$ cat config.mk
export PLATFORM = sky130hd
export DESIGN_NAME = bcd_time_of_day_clock_alarm
export DESIGN_NICKNAME = d
export VERILOG_FILES = /design/src/tod_pkg.sv /design/src/bcd_time_of_day_clock_alarm.sv
export SDC_FILE = /design/constraint.sdc
export NUM_CORES = 1
export LEC_CHECK = 0
export ABC_AREA = 1
export BUFFER_PORTS_ARGS = -buffer_cell sky130_fd_sc_hd__buf_2
export CORE_MARGIN = 2
export CORE_UTILIZATION = 50
export DETAILED_ROUTE_END_ITERATION = 8
export PLACE_DENSITY = 0.82
export SLEW_MARGIN = 10
export SYNTH_ARGS = -nofsm -noshare
export SYNTH_HDL_FRONTEND = slang
export SYNTH_SLANG_ARGS = --single-unit
export TNS_END_PERCENT = 100
$ cat constraint.sdc
create_clock -name i_clk -period 3.5 [get_ports i_clk]
set_input_delay 0.35 -clock i_clk [delete_from_list [all_inputs] [get_ports i_clk]]
set_output_delay 0.35 -clock i_clk [all_outputs]
set_load 0.05 [all_outputs]
$ cat src/tod_pkg.sv
// Package for the BCD time-of-day clock: field widths, register indexes and digit helpers.
package tod_pkg;

    localparam int TENTHS_W  = 4;
    localparam int SECONDS_W = 7;
    localparam int MINUTES_W = 7;
    localparam int HOURS_W   = 8;

    localparam int CFG_ADDR_W = 2;
    localparam int CFG_DATA_W = 8;

    localparam int S_TDATA_W = 32;
    localparam int M_TDATA_W = 32;

    // Register indexes on the configuration port
    localparam logic [CFG_ADDR_W-1:0] CFG_ALARM_TENTHS  = 2'd0;
    localparam logic [CFG_ADDR_W-1:0] CFG_ALARM_SECONDS = 2'd1;
    localparam logic [CFG_ADDR_W-1:0] CFG_ALARM_MINUTES = 2'd2;
    localparam logic [CFG_ADDR_W-1:0] CFG_ALARM_HOURS   = 2'd3;

    // Input item kinds (tuser)
    localparam logic CMD_TICK = 1'b0;
    localparam logic CMD_LOAD = 1'b1;

    // Digit limits: a digit at or above its limit wraps on increment
    localparam logic [3:0] ONES_LAST       = 4'd9;
    localparam logic [2:0] SIXTY_TENS_LAST = 3'd5;

    typedef struct packed {
        logic                 carry;
        logic [SECONDS_W-1:0] value;
    } t_sixty;

    // Advance a 00-59 BCD pair; out-of-range tens digits wrap only on a ones carry
    function automatic t_sixty advance_sixty(input logic [SECONDS_W-1:0] v);
        t_sixty     r;
        logic [3:0] ones;
        logic [2:0] tens;
        ones    = v[3:0];
        tens    = v[6:4];
        r.carry = 1'b0;
        if (ones >= ONES_LAST) begin
            ones = 4'd0;
            if (tens >= SIXTY_TENS_LAST) begin
                tens    = 3'd0;
                r.carry = 1'b1;
            end else begin
                tens = tens + 3'd1;
            end
        end else begin
            ones = ones + 4'd1;
        end
        r.value = {tens, ones};
        return r;
    endfunction

    // Advance the hours: tens digit is bit 4 only, 11 wraps to 00 with PM toggled
    function automatic logic [HOURS_W-1:0] advance_hours(input logic [HOURS_W-1:0] h);
        logic [3:0] ones;
        logic       tens;
        logic       pm;
        ones = h[3:0];
        tens = h[4];
        pm   = h[7];
        if ((!tens && (ones >= ONES_LAST)) || (tens && (ones >= 4'd1))) begin
            ones = 4'd0;
            if (tens) begin
                tens = 1'b0;
                pm   = ~pm;
            end else begin
                tens = 1'b1;
            end
        end else begin
            ones = ones + 4'd1;
        end
        return {pm, 2'b00, tens, ones};
    endfunction

endpackage

$ cat src/bcd_time_of_day_clock_alarm.sv
// Top level of the BCD time-of-day clock with alarm compare.

// BCD time-of-day clock. Each input item is either a tick (tuser = 0), which
// advances the tenths digit by one while the running bit is set, with the carry
// rippling through seconds, minutes and 12-hour hours (PM in bit 7), or a load
// (tuser = 1), which sets all four time registers as given. Every item yields
// one result item carrying the time after it and an alarm flag that is set when
// a running tick leaves the time equal to the four alarm registers. The block
// takes one item per clock cycle while the output is not stalled; each item passes
// through the input register, then the result register, and a stalled output holds
// at most one item in each of the two registers. The user must write the alarm registers
// through the configuration port while the block is idle; the block does not enforce it.
module bcd_time_of_day_clock_alarm (
    input  logic                             i_clk,
    input  logic                             i_rst_n,
    // configuration write port
    input  logic                             i_cfg_we,
    input  logic [tod_pkg::CFG_ADDR_W-1:0]   i_cfg_addr,
    input  logic [tod_pkg::CFG_DATA_W-1:0]   i_cfg_data,
    // input stream
    input  logic                             i_s_tvalid,
    output logic                             o_s_tready,
    // tdata: running[0], set_tenths[4:1], set_seconds[11:5],
    //        set_minutes[18:12], set_hours[26:19], zero fill [31:27]
    input  logic [tod_pkg::S_TDATA_W-1:0]    i_s_tdata,
    // tuser: cmd[0]
    input  logic                             i_s_tuser,
    // output stream
    output logic                             o_m_tvalid,
    input  logic                             i_m_tready,
    // tdata: now_tenths[3:0], now_seconds[10:4], now_minutes[17:11],
    //        now_hours[25:18], zero fill [31:26]
    output logic [tod_pkg::M_TDATA_W-1:0]    o_m_tdata,
    // tuser: alarm_hit[0]
    output logic                             o_m_tuser
);
    import tod_pkg::*;

    // alarm registers
    logic [TENTHS_W-1:0]  r_alarm_tenths;
    logic [SECONDS_W-1:0] r_alarm_seconds;
    logic [MINUTES_W-1:0] r_alarm_minutes;
    logic [HOURS_W-1:0]   r_alarm_hours;

    // time registers
    logic [TENTHS_W-1:0]  r_tenths,  n_tenths;
    logic [SECONDS_W-1:0] r_seconds, n_seconds;
    logic [MINUTES_W-1:0] r_minutes, n_minutes;
    logic [HOURS_W-1:0]   r_hours,   n_hours;
    logic                 n_hit;

    // input register
    logic                 r_in_valid;
    logic                 r_in_cmd;
    logic                 r_in_running;
    logic [TENTHS_W-1:0]  r_in_tenths;
    logic [SECONDS_W-1:0] r_in_seconds;
    logic [MINUTES_W-1:0] r_in_minutes;
    logic [HOURS_W-1:0]   r_in_hours;

    // result register
    logic                 r_out_valid;
    logic [TENTHS_W-1:0]  r_out_tenths;
    logic [SECONDS_W-1:0] r_out_seconds;
    logic [MINUTES_W-1:0] r_out_minutes;
    logic [HOURS_W-1:0]   r_out_hours;
    logic                 r_out_hit;

    logic   advance;
    logic   s_accept;
    t_sixty sec_step;
    t_sixty min_step;

    assign advance    = r_in_valid && (!r_out_valid || i_m_tready);
    assign o_s_tready = !r_in_valid || advance;
    assign s_accept   = i_s_tvalid && o_s_tready;

    always_ff @(posedge i_clk) begin
        if (!i_rst_n) begin
            r_alarm_tenths  <= '0;
            r_alarm_seconds <= '0;
            r_alarm_minutes <= '0;
            r_alarm_hours   <= '0;
        end else if (i_cfg_we) begin
            unique case (i_cfg_addr)
                CFG_ALARM_TENTHS:  r_alarm_tenths  <= i_cfg_data[TENTHS_W-1:0];
                CFG_ALARM_SECONDS: r_alarm_seconds <= i_cfg_data[SECONDS_W-1:0];
                CFG_ALARM_MINUTES: r_alarm_minutes <= i_cfg_data[MINUTES_W-1:0];
                CFG_ALARM_HOURS:   r_alarm_hours   <= i_cfg_data[HOURS_W-1:0];
            endcase
        end
    end

    always_ff @(posedge i_clk) begin
        if (!i_rst_n) begin
            r_in_valid <= 1'b0;
        end else if (o_s_tready) begin
            r_in_valid <= i_s_tvalid;
        end
    end

    always_ff @(posedge i_clk) begin
        if (s_accept) begin
            r_in_cmd     <= i_s_tuser;
            r_in_running <= i_s_tdata[0];
            r_in_tenths  <= i_s_tdata[4:1];
            r_in_seconds <= i_s_tdata[11:5];
            r_in_minutes <= i_s_tdata[18:12];
            r_in_hours   <= i_s_tdata[26:19];
        end
    end

    always_comb begin
        sec_step  = advance_sixty(r_seconds);
        min_step  = advance_sixty(r_minutes);
        n_tenths  = r_tenths;
        n_seconds = r_seconds;
        n_minutes = r_minutes;
        n_hours   = r_hours;
        n_hit     = 1'b0;
        if (r_in_cmd == CMD_LOAD) begin
            n_tenths  = r_in_tenths;
            n_seconds = r_in_seconds;
            n_minutes = r_in_minutes;
            n_hours   = r_in_hours;
        end else if (r_in_running) begin
            if (r_tenths >= ONES_LAST) begin
                n_tenths  = '0;
                n_seconds = sec_step.value;
                if (sec_step.carry) begin
                    n_minutes = min_step.value;
                    if (min_step.carry) begin
                        n_hours = advance_hours(r_hours);
                    end
                end
            end else begin
                n_tenths = r_tenths + 4'd1;
            end
            n_hit = (n_tenths == r_alarm_tenths) && (n_seconds == r_alarm_seconds) &&
                    (n_minutes == r_alarm_minutes) && (n_hours == r_alarm_hours);
        end
    end

    always_ff @(posedge i_clk) begin
        if (!i_rst_n) begin
            r_tenths  <= '0;
            r_seconds <= '0;
            r_minutes <= '0;
            r_hours   <= '0;
        end else if (advance) begin
            r_tenths  <= n_tenths;
            r_seconds <= n_seconds;
            r_minutes <= n_minutes;
            r_hours   <= n_hours;
        end
    end

    always_ff @(posedge i_clk) begin
        if (!i_rst_n) begin
            r_out_valid <= 1'b0;
        end else if (advance) begin
            r_out_valid <= 1'b1;
        end else if (i_m_tready) begin
            r_out_valid <= 1'b0;
        end
    end

    always_ff @(posedge i_clk) begin
        if (advance) begin
            r_out_tenths  <= n_tenths;
            r_out_seconds <= n_seconds;
            r_out_minutes <= n_minutes;
            r_out_hours   <= n_hours;
            r_out_hit     <= n_hit;
        end
    end

    assign o_m_tvalid = r_out_valid;
    assign o_m_tdata  = {6'd0, r_out_hours, r_out_minutes, r_out_seconds, r_out_tenths};
    assign o_m_tuser  = r_out_hit;

    // a flagged result carries exactly the alarm time
    a_hit_matches_alarm: assert property (@(posedge i_clk) disable iff (!i_rst_n)
        (r_out_valid && r_out_hit) |->
            (r_out_tenths == r_alarm_tenths) && (r_out_seconds == r_alarm_seconds) &&
            (r_out_minutes == r_alarm_minutes) && (r_out_hours == r_alarm_hours))
        else $error("alarm flag set on a time that differs from the alarm");

    // a load puts its fields straight into the time registers
    a_load_sets_time: assert property (@(posedge i_clk) disable iff (!i_rst_n)
        (advance && (r_in_cmd == CMD_LOAD)) |=>
            (r_tenths == $past(r_in_tenths)) && (r_seconds == $past(r_in_seconds)) &&
            (r_minutes == $past(r_in_minutes)) && (r_hours == $past(r_in_hours)))
        else $error("load item did not set the time");

    // a tick while stopped leaves the time alone and raises no alarm
    a_stopped_tick_holds: assert property (@(posedge i_clk) disable iff (!i_rst_n)
        (advance && (r_in_cmd == CMD_TICK) && !r_in_running) |=>
            ($stable(r_tenths) && $stable(r_seconds) && $stable(r_minutes) &&
             $stable(r_hours) && !r_out_hit))
        else $error("stopped tick changed the time or flagged an alarm");

    // the time only moves when an item goes through
    a_time_moves_on_item: assert property (@(posedge i_clk) disable iff (!i_rst_n)
        !advance |=> ($stable(r_tenths) && $stable(r_seconds) &&
                      $stable(r_minutes) && $stable(r_hours)))
        else $error("time changed without an item");

endmodule

==> results.json, run 1 <==
{
  "status": "finished, final reports clean",
  "grt_max_degree": 50,
  "final_max_slew_viol_count": 0,
  "antenna_found_initial": 0,
  "ir_drop_mv": 0.2298,
  "grt_setup_unrepaired": "false",
  "min_from": "i_s_tdata[21]",
  "grtUsageTotal_pct": 21.70,
  "crit_path_max_incr_delay_ns": 0.41,
  "reg2reg_from": "r_tenths[0]",
  "post-synth-top-count-cell": "nand2_1",
  "synth_top_cell_area_share_pct": 29.74,
  "cts_tree": "yes",
  "io_pins": 83,
  "hpwl_um": 8389,
  "critPathLaunchType": "flop",
  "p_leak_nw": 2.929,
  "hp-class": "input pin to flop",
  "critPathBufInv": 1,
  "die_y_um": 109.4,
  "seq_area_frac_synth_pct": 49.20,
  "antenna_cells": 0,
  "async_flop_share_pct": 0,
  "reg2reg_setup_slack_ns": 1.10,
  "clk_pin_slew_worst_paths_ns": 0.11,
  "cp-end-kind": "flop",
  "postCtsSetupBuffers": 0,
  "netlist_instances": 694,
  "port_buffers": 71,
  "place.gp.congestion": 0.8877,
  "drtIter0Drc": 278,
  "ant_nets": 0,
  "netlist_top_cells_area": "edfxtp_1 30%, dfxtp_1 19%, nand2_1 13%",
  "cp.arrival_ns": 2.55,
  "finClkSkew_ns": 0.009546,
  "clk_path_buf_depth": 2,
  "r2r_end": "o_m_tuser",
  "relSlewSlack_pct": 37.57,
  "whs_endpoint": "r_in_hours[2]",
  "final.min_clock_period_ns": 2.401,
  "clock_latency_ns": 0.38,
  "wl_um": 12260,
  "cts_buffers": 9,
  "vias": 4575,
  "wire_per_inst_um": 13.57,
  "setup.worst_path.class": "flop to flop",
  "syn-cell-area_mm2": 0.005554,
  "worstMarginPinSlew_ns": 0.9364,
  "total_power_mw": 2.827,
  "fin_nets": 822,
  "cts_hold_buf": 0,
  "drt_pass1_iterations": 5,
  "vias_per_cell": 5.066,
  "synth_edf_count": 55,
  "timing.max_cap.violations": 0,
  "path_common_cell": "nand2_1",
  "critPathTopFamily": "simple AND/OR/NAND/NOR gates",
  "path_cells": "inv_1 > ha_1 > nand2_4 > nand2_8 > nor2_8 > nand2_4 > nor2_8 > nand2_1 > nand2_1 > xor2_1 > nor2_1 > nand2_1 > nor2_2",
  "initial_core_util_pct": 51.23,
  "nFillCells": 994,
  "synth_area_leader_cell": "edfxtp_1",
  "drive_gt1_share_pct": 14.81,
  "fin_setup_tns_ns": 0,
  "row_count": 38,
  "cp_max_fo": 12,
  "slowest_stage": "dfxtp_1",
  "grt_pass1_wl_um": 20010,
  "synthToLayoutAreaGrowth_pct": 12.16,
  "clock_sink_count": 109,
  "root_buffer": "clkbuf_8",
  "fp.dieW_um": 109.4,
  "finalCritPeriodShare_pct": 68.60,
  "grt_pass1_vias": 4111,
  "yosys_warnings": 0,
  "ys_ff_latch": 109,
  "synth_area_per_cell_um2": 8.003,
  "reg2reg_depth": 13,
  "timing.fmax_ghz": 0.4165,
  "drc": 0,
  "post_cts_resized": 0,
  "die_area_mm2": 0.01197,
  "h-tree-depth": 3,
  "netlist_top_cells_count": "188 x nand2_1, 85 x inv_1, 64 x o21ai_0",
  "core-area_mm2": 0.01084,
  "whs_path_depth": 1,
  "hold_viol_final": 0,
  "grt_overflow": 0,
  "p_per_area_mw_per_mm2": 453.7,
  "synth_ff_type": "edfxtp_1",
  "synth.distinct_cells": 33,
  "required_ns": 3.65,
  "setup_viol": 0
}
layout make-up:
cell class | instances | area (um2) | area share (%)
Tap cell | 140 | 175.2 | 2.812
Clock inverter | 7 | 105.1 | 1.687
Timing Repair Buffer | 77 | 400.4 | 6.427
Inverter | 89 | 334.1 | 5.363
Clock buffer | 9 | 123.9 | 1.988
Sequential cell | 109 | 2733 | 43.86
Multi-Input combinational cell | 472 | 2359 | 37.86
metal layers:
layer	part of all wire [%]	routed length, um	GRT usage, %	up-vias
li1	-	-	-	2400
met5	0	0	0	-
met1	47	5755	30.16	2006
met3	6.2	765	4.268	16
met2	45	5573	34.39	153
met4	1.3	162	6.600	0
power by group:
part           internal (mW)  leakage, nW  total, mW  switching [mW]
Sequential              1.43        0.973       1.48          0.0497
Clock                  0.415        0.112      0.875           0.460
Combinational          0.145         1.84      0.477           0.331
Total                   1.99         2.93       2.83           0.841
state kept, by name, summed over array words and instances, names as in the netlist, 8 cells and up:
name and cells:
r_alarm_hours 8, r_hours 8, r_in_hours 8, r_out_hours 8
metrics by stage:
| step | setup WS, ns | instances | utilization (%) | area (um2) | hold slack [ns] |
|---|---|---|---|---|---|
| after detailed placement | 1.162 | 887 | 55.36 | 6001 | 0.4582 |
| after CTS | 1.120 | 903 | 57.47 | 6230 | 0.1293 |
| after global placement | 1.208 | 887 | 55.36 | 6001 | 0.4538 |
| after floorplan | 1.359 | 699 | - | 5573 | 0.4441 |
| after global routing | 0.8811 | 903 | 57.47 | 6230 | 0.1223 |
| final | 1.099 | 903 | 57.47 | 6230 | 0.1386 |
worst max-delay path by stage:
stage	from	endpoint	cells after the start
after floorplan	o_m_tvalid	r_in_cmd	3
after global placement	r_tenths[0]	o_m_tuser	16
after detailed placement	r_tenths[0]	o_m_tuser	16
after CTS	r_tenths[0]	o_m_tuser	13
after global routing	r_tenths[0]	o_m_tuser	15
final	r_tenths[0]	o_m_tuser	13
logic make-up after synthesis:
logic type | after synthesis | synth area share [%]
and+or+nand+nor | 306 | 24.49
xor gates and xnor gates | 3 | 0.4732
AOI/OAI and AO/OA | 141 | 13.49
buffers and inverters | 118 | 8.673
adders and majority gates | 16 | 3.604
DFF | 109 | 49.20
other | 1 | 0.06752
placed cells by master (no fill, tap or decap), types with 16 or more instances in the layout:
cell and n:
dfxtp_1 54, o21ai_0 64, nor2_1 47, ha_1 16, buf_2 71, edfxtp_1 55
nand2_1 188, nand3_1 39, a21oi_1 52, inv_1 85
(Power assumes the default switching activity.)
==> run 2: changes to the inputs <==
Settings changed: ABC_AREA 1 to 0, PLACE_DENSITY 0.82 to 0.85.
Clock period 3.5 ns to 2 ns, I/O delays scaled along.
==> run 2 against run 1 <==
Compared with the run above:
- the flow now finishes with violations (setup timing)
- global-route usage grew 3.1 points
- die area grew 4.8%
- sequential share of layout area shrank 9.4 points
- clock power grew 100%
- cell area grew 28%
- via count grew 13%
- highest routed layer unchanged
==> results.json, run 2 <==
{
  "status": "finished with violations",
  "violations": "setup timing",
  "hold_viol_final": 0,
  "drive_gt1_share_pct": 40.70,
  "die_area_mm2": 0.01254,
  "seq_area_frac_synth_pct": 46.86,
  "io_pins": 83,
  "hpwl_um": 10610,
  "setup_viol": 34,
  "relSlewSlack_pct": 53.91,
  "synth_edf_count": 55,
  "final_max_slew_viol_count": 0,
  "worstMarginPinSlew_ns": 0.6914,
  "syn-cell-area_mm2": 0.005832,
  "synth_ff_type": "edfxtp_1",
  "die_y_um": 112,
  "nFillCells": 789,
  "layout_commonest_cell": "buf_4",
  "reg2reg_setup_slack_ns": -0.52,
  "clock_sink_count": 109,
  "synth.distinct_cells": 76,
  "grt_pass1_wl_um": 24380,
  "finalCritPeriodShare_pct": 126.0,
  "drtIter0Drc": 292,
  "ys_ff_latch": 109,
  "cts_tree": "yes",
  "netlist_instances": 569,
  "cp_max_fo": 4,
  "p_leak_nw": 3.346,
  "grt_max_degree": 51,
  "place.gp.congestion": 0.9631,
  "reg2reg_depth": 11,
  "finClkSkew_ns": 0.01625,
  "p_per_area_mw_per_mm2": 668.4,
  "ir_drop_mv": 0.7345,
  "finalWorstSetupSlack_ns": -0.5206,
  "whs_path_depth": 1,
  "fp.dieW_um": 112,
  "clk_pin_slew_worst_paths_ns": 0.08,
  "cts_buffers": 9,
  "netlist_top_cells_count": "60 x nand2_1, 55 x edfxtp_1, 54 x dfxtp_1",
  "netlist_top_cells_area": "edfxtp_1 28%, dfxtp_1 19%, mux2i_1 8.1%",
  "utilization_pct": 69.87,
  "clock_latency_ns": 0.37,
  "synth_area_per_cell_um2": 10.25,
  "wl_um": 16440,
  "antenna_found_initial": 0,
  "wire_per_inst_um": 18.47,
  "synthToLayoutAreaGrowth_pct": 36.79,
  "port_buffers": 71,
  "timing.max_cap.violations": 0,
  "required_ns": 2.18,
  "clk_path_buf_depth": 2,
  "synth_area_leader_cell": "edfxtp_1",
  "drt_pass1_iterations": 5,
  "fin_nets": 806,
  "cp.arrival_ns": 2.70,
  "timing.fmax_ghz": 0.3967,
  "grt_pass1_vias": 5061,
  "h-tree-depth": 3,
  "critPathLaunchType": "flop",
  "vias_per_cell": 5.800,
  "cp-end-kind": "flop",
  "fin_setup_tns_ns": -5.095,
  "grt_setup_unrepaired": "true",
  "drc": 0,
  "core-area_mm2": 0.01142,
  "initial_core_util_pct": 51.07,
  "root_buffer": "clkbuf_16",
  "row_count": 39,
  "hp-class": "input pin to flop",
  "antenna_cells": 0,
  "yosys_warnings": 0,
  "ant_nets": 0,
  "final.min_clock_period_ns": 2.521,
  "setup.worst_path.class": "flop to flop",
  "grt_overflow": 0,
  "grtUsageTotal_pct": 24.79,
  "synth_top_cell_area_share_pct": 28.32,
  "vias": 5162,
  "final_cell_mix": "87 x buf_4, 71 x buf_2, 57 x nand2_1, 55 x edfxtp_1",
  "post-synth-top-count-cell": "nand2_1",
  "async_flop_share_pct": 0
}
run 2: stage by stage:
step / area [um2] / power, mW / setup WS (ns) / hold slack, ns / instances
floorplan: 5968 / 3.130 / -0.2537 / 0.2989 / 574
detailed placement: 6982 / 3.431 / -0.5596 / 0.3781 / 841
global route: 7978 / 5.524 / -0.5993 / -0.00004824 / 890
finish: 7978 / 5.332 / -0.5206 / 0.01115 / 890
global placement: 6982 / 3.399 / -0.3947 / 0.3763 / 841
CTS: 7605 / 5.258 / -0.3939 / 0.001369 / 875
run 2: worst max-delay path: stages, from the launching register on:
cell and delay [ns]:
dfxtp_4 0.39, inv_4 0.04, ha_4 0.15, nor3b_4 0.16, buf_6 0.14, nor2_8 0.08, buf_4 0.13, a21oi_1 0.05
o32a_1 0.35, a2111oi_2 0.33, nand4_1 0.20, nor4_2 0.33
run 2: area by class of cell:
type	instances	area, um2	area share [%]
inverters	21	91.34	1.145
clock buffers	12	257.7	3.231
multi-input cells	409	3264	40.92
flip-flops and latches	109	2751	34.49
repair buffers	192	1399	17.53
well taps	143	178.9	2.243
clock inverters	4	35.03	0.4391
run 2: routing by layer:
metal  part of all wire (%)  GRT usage [%]  wire length (um)  up-vias
met5                      0              0                 0        -
met4                    4.2          10.24               695        0
met3                    4.6          6.315               757       64
met2                     53          45.37              8638      190
met1                     39          27.32              6348     2507
li1                       -              -                 -     2401
run 2: final timing paths:
path	from	end
worst max-delay path	r_tenths[0]	o_m_tuser
worst max register to register	r_tenths[0]	o_m_tuser
worst min-delay path	i_s_tdata[15]	r_in_minutes[3]
worst min register to register	r_in_valid	o_m_tvalid
run 2: logic make-up after synthesis:
| group | after synthesis | synth area share [%] |
|---|---|---|
| other | 1 | 0.06430 |
| buffers and inverters | 56 | 4.742 |
| xor gates and xnor gates | 19 | 2.853 |
| AOI/OAI and AO/OA | 117 | 13.62 |
| adders and majority gates | 17 | 3.626 |
| muxes | 50 | 8.646 |
| and+or+nand+nor | 200 | 19.59 |
| DFF | 109 | 46.86 |
run 2: repair_timing:
item | CTS | global route
endpoints found under the setup margin | 50 | 47
pin swaps | 27 | 37
buffers inserted | 12 | 17
hold buffers | 7 | 1
gates cloned | 0 | 0
resized for setup | 60 | 68
endpoints found under the hold margin | 7 | 1
run 2: where the power goes:
part | leakage, nW | total (mW) | internal (mW) | switching, mW
combinational | 2.22 | 1.02 | 0.437 | 0.582
sequential | 0.977 | 2.54 | 2.46 | 0.0735
clock | 0.145 | 1.78 | 0.941 | 0.835
total | 3.35 | 5.33 | 3.84 | 1.49
